===== src/hdl/gcd_isqrt.sv =====
// Pipelined rounded integer square root, one result bit per stage.
`timescale 1ns / 1ps
`default_nettype none
module gcd_isqrt #(
    parameter int W  = 62,
    parameter int SW = 1
) (
    input  logic           aclk,
    input  logic           aresetn,
    input  logic           en,
    input  logic           in_valid,
    input  logic [W-1:0]   in_rad,
    input  logic [SW-1:0]  in_side,
    output logic           out_valid,
    output logic [W/2-1:0] out_root,
    output logic [SW-1:0]  out_side
);

    localparam int H  = W / 2;
    localparam int RW = H + 2;

    logic          st_v_reg    [1:H];
    logic [W-1:0]  st_rad_reg  [1:H];
    logic [H-1:0]  st_root_reg [1:H];
    logic [RW-1:0] st_rem_reg  [1:H];
    logic [SW-1:0] st_side_reg [1:H];

    logic [W-1:0]  cur_rad  [0:H-1];
    logic [H-1:0]  cur_root [0:H-1];
    logic [RW-1:0] cur_rem  [0:H-1];

    logic [W-1:0]  st_rad_next  [1:H];
    logic [H-1:0]  st_root_next [1:H];
    logic [RW-1:0] st_rem_next  [1:H];

    logic [RW-1:0] rem_s;
    logic [RW-1:0] trial;

    logic          out_v_reg;
    logic [H-1:0]  out_root_reg;
    logic [SW-1:0] out_side_reg;

    always_comb begin
        cur_rad[0]  = in_rad;
        cur_root[0] = '0;
        cur_rem[0]  = '0;
        for (int j = 1; j < H; j++) begin
            cur_rad[j]  = st_rad_reg[j];
            cur_root[j] = st_root_reg[j];
            cur_rem[j]  = st_rem_reg[j];
        end
        rem_s = '0;
        trial = '0;
        for (int j = 0; j < H; j++) begin
            rem_s = {cur_rem[j][RW-3:0], cur_rad[j][W-1 -: 2]};
            trial = {cur_root[j], 2'b01};
            if (rem_s >= trial) begin
                st_rem_next[j+1]  = rem_s - trial;
                st_root_next[j+1] = {cur_root[j][H-2:0], 1'b1};
            end else begin
                st_rem_next[j+1]  = rem_s;
                st_root_next[j+1] = {cur_root[j][H-2:0], 1'b0};
            end
            st_rad_next[j+1] = {cur_rad[j][W-3:0], 2'b00};
        end
    end

    always_ff @(posedge aclk) begin
        if (!aresetn) begin
            for (int j = 1; j <= H; j++) begin
                st_v_reg[j] <= 1'b0;
            end
            out_v_reg <= 1'b0;
        end else if (en) begin
            st_v_reg[1] <= in_valid;
            for (int j = 2; j <= H; j++) begin
                st_v_reg[j] <= st_v_reg[j-1];
            end
            out_v_reg <= st_v_reg[H];
        end
    end

    always_ff @(posedge aclk) begin
        if (en) begin
            for (int j = 1; j <= H; j++) begin
                st_rad_reg[j]  <= st_rad_next[j];
                st_root_reg[j] <= st_root_next[j];
                st_rem_reg[j]  <= st_rem_next[j];
            end
            st_side_reg[1] <= in_side;
            for (int j = 2; j <= H; j++) begin
                st_side_reg[j] <= st_side_reg[j-1];
            end
            out_root_reg <= st_root_reg[H]
                          + H'(st_rem_reg[H] > RW'(st_root_reg[H]));
            out_side_reg <= st_side_reg[H];
        end
    end

    assign out_valid = out_v_reg;
    assign out_root  = out_root_reg;
    assign out_side  = out_side_reg;

endmodule
`default_nettype wire


===== config.mk =====
export PLATFORM = sky130hd
export DESIGN_NAME = gcd_isqrt
export DESIGN_NICKNAME = d
export VERILOG_FILES = /design/src/hdl/gcd_isqrt.sv
export SDC_FILE = /design/constraint.sdc
export NUM_CORES = 2
export LEC_CHECK = 0
export BUFFER_PORTS_ARGS = -buffer_cell sky130_fd_sc_hd__buf_2
export CORE_ASPECT_RATIO = 0.8
export CORE_MARGIN = 10
export CORE_UTILIZATION = 64
export DETAILED_ROUTE_END_ITERATION = 6
export PLACE_DENSITY = 0.8
export SLEW_MARGIN = 0
export SYNTH_ARGS = -nofsm -noshare
export SYNTH_HDL_FRONTEND = slang
export SYNTH_SLANG_ARGS = --single-unit
export TNS_END_PERCENT = 30

===== constraint.sdc =====
create_clock -name aclk -period 4.5 [get_ports aclk]
set_input_delay 1.35 -clock aclk [delete_from_list [all_inputs] [get_ports aclk]]
set_output_delay 1.35 -clock aclk [all_outputs]
set_load 0.02 [all_outputs]

==> metrics.csv <==
metric,value,unit
syn-num-nets,9445,
grt_pass1_wl,362,mm
met3WireLength,16.4,mm
hold-worst-slack,0.397,ns
grt_pass1_vias,66808,
insertion_delay,0.85,ns
vias,69162,
p_sw,18.8,mW
pwr-share-clk,29.5,%
internal_power,45.6,mW
ir_drop,0.427,mV
cp_slowest_stage_delay,0.72,ns
ant_nets,0,
p_leak,48.0,nW
rsz0062_at_grt,no,
path_cells,"inv_1, ha_1, o21a_1, a2bb2oi_1, a221oi_1, a2111oi_1, buf_4, o21ai_0, a31oi_1, o21ai_1, nand2_1, buf_12, mux2_2",
place_area,117000,um^2
yosys_most_used_dff,edfxtp_1,
synth_area,113000,um^2
drt_iter0_drc,7300,
ctsResizeCount,0,
start_util,64.3,%
placedCellCount,11235,
chipHeight,397,um
root_buffer,clkbuf_16,
hold_start,st_rad_reg[0][446],
final_nets,9712,
cts_buffer_depth,3,
layout-drive-gt1-share,7.14,%
nFillCells,11769,
core-area,176000,um^2
switching_share,29.2,%
hold_viol,0,
p_per_area,516,nW/um^2
pwr-share-comb,22.4,%
crit_fanout,49,
wl,229,mm
wl_per_cell,19.6,um
timing.slew.headroom,17.3,%
crit_type,flop to flop,
track_usage,22.9,%
clock-skew-final,0.0428,ns
yosysUniqueCellTypes,94,
dpl.hpwl,163,mm
startpoint_type,flop,
routabilityCongestion,0.948,
tightest_slew,1.21,ns
io_buffers,99,
min_to,st_rad_reg[0][508],
critical_path.startpoint,st_root_reg[0][868],
setup_tns,0,ns
cp_data_arrival_time,4.71,ns
finalCriticalPeriod,4.12,ns
yosys_warnings,0,
antenna_found_initial,5,
top_layer,met5,
status,finished with violations,
row_count,138,
post_cts_buffers,0,
cp.required,5.08,ns
die_w,491,um
pwr-share-seq,48.1,%
violations,design-rule violations,
multi_input_area,36900,um^2
slew_violations,0,
hold_buffers,0,
grt_start_max_net_pins,144,
via_per_inst,5.94,
cts_buffers,224,
post-route-cell-area,125000,um^2
reg2reg_slack,0.38,ns
cts_tree,yes,
avgSynthCellArea,12.9,um^2
die_area,195000,um^2
clkTransAtPathRegs,0.08,ns
seq_area,73300,um^2
drtPass1Iterations,7,
synth_seq_cells,2441,
netlist_instances,8814,
stdcell_count,11651,
fmax,243,MHz
async_flop_share,0,%
met1Wirelength,106,mm
largest_reg_flops,930,
period_share,91.6,%
cts_max_level,4,
yosys.area.top_type,edfxtp_1,
met2_wirelength,102,mm
drv_cap,0,
setup_viol,0,
synth.area.top_cells,"edfxtp_1 (65%), ha_1 (6.2%), xnor2_1 (3.2%)",
synth_edf_count,2440,
synth_top_area_share,64.6,%
timing.rr.start,st_root_reg[0][868],
cts_sinks,2441,
hold_class,flop to flop,
hold_path_depth,0,
route.detailed.drc,2,
reg2reg_to,st_rem_reg[0][966],
area_growth,10.1,%
boundaryPins,100,
reg2reg_depth,13,
gr-total-overflow,0,
worstSetupEndpointType,flop,
seq_area_frac_synth,64.6,%
critPathSlowestCell,a2111oi_1,
## area by class of cell
class | instances | share of cell area (%)
Tap cell | 2380 | 2.38
Inverter | 712 | 2.14
Antenna cell | 1 | 0.00200
Clock buffer | 273 | 4.67
Multi-Input combinational cell | 5499 | 29.5
Sequential cell | 2441 | 58.7
Clock inverter | 142 | 1.25
Timing Repair Buffer | 203 | 1.33
## power groups by stage
stage | Clock (mW) | Sequential, mW | Combinational, mW
6_report | 19.0 | 31.0 | 14.4
4_1_cts | 19.4 | 30.9 | 14.2
2_1_floorplan | 0 | 30.5 | 10.6
3_5_place_dp | 0 | 31.4 | 14.1
5_1_grt | 20.3 | 31.2 | 16.0
3_3_place_gp | 0 | 31.3 | 13.7
## worst max-delay path: cells and delay by family, from the launching register on
family	cells	cell delay [ns]
AO/OA/AOI/OAI	7	1.99
AND/OR/NAND/NOR	1	0.17
buffers and inverters	3	0.54
adder cells (fa/ha/maj)	1	0.34
flip-flops	1	0.40
multiplexers	1	0.37
## kinds of logic (layout without fill, tap and decap cells)
group / Yosys count / in the layout / share of synthesized area (%)
AO/OA/AOI/OAI: 1755 / 1755 / 9.48
XOR/XNOR: 792 / 792 / 6.12
adder cells (fa/ha/maj): 564 / 564 / 6.22
buffers and inverters: 874 / 1330 / 2.93
flip-flops: 2441 / 2441 / 64.6
multiplexers: 64 / 64 / 0.625
other: 1 / 2 / 0.00331
AND/OR/NAND/NOR: 2323 / 2323 / 10.0
## cells in the mapped netlist, types with 48 or more instances
cell type / number
nor4_1: 89
a21o_1: 214
nor3_1: 214
o21ai_0: 539
and3_1: 84
mux2_2: 55
inv_1: 711
or3_1: 88
xnor2_1: 418
edfxtp_1: 2440
clkbuf_1: 131
o31ai_1: 56
nor2b_1: 83
nand3_1: 141
o21a_1: 92
nor2_1: 505
xor2_1: 374
a21oi_1: 480
ha_1: 564
a31oi_1: 66
o21bai_1: 48
nand2b_1: 123
nand4_1: 97
nand2_1: 711
## layout by cell type (no fill, tap or decap), types with 92 or more instances in the layout
cell,n
nand2b_1,123
nor2_1,505
o21a_1,92
xor2_1,374
nand4_1,97
nor3_1,213
clkbuf_16,226
edfxtp_1,2440
nand2_1,711
a21oi_1,477
o21ai_0,539
ha_1,564
nand3_1,141
xnor2_1,418
buf_2,98
inv_1,711
a21o_1,214
## through the flow
step                      utilization (%)  power (mW)  setup slack (ns)
after global routing                 70.8        67.5             0.116
after detailed placement             66.6        45.5             0.221
final                                70.8        64.4             0.378
after global placement               66.6        45.0             0.342
after CTS                            70.8        64.6             0.160
after floorplan                         -        41.0              1.13
## metal layers
layer / vias to the layer above / GRT usage [%]
li1: 33027 / -
met1: 33434 / 34.8
met5: - / 0
met2: 2327 / 34.9
met4: 6 / 5.03
met3: 368 / 4.11
## worst max-delay path by stage
stage                     slack (ns)                  to  depth (start not counted)
after floorplan                 1.13        out_root[26]                         18
after global placement          0.34  st_rem_reg[0][961]                         13
after detailed placement        0.22  st_rem_reg[0][971]                         13
after CTS                       0.16  st_rem_reg[0][971]                         13
after global routing            0.12  st_rem_reg[0][967]                         13
final                           0.38  st_rem_reg[0][966]                         13
Power figures use the tool's default switching activity.
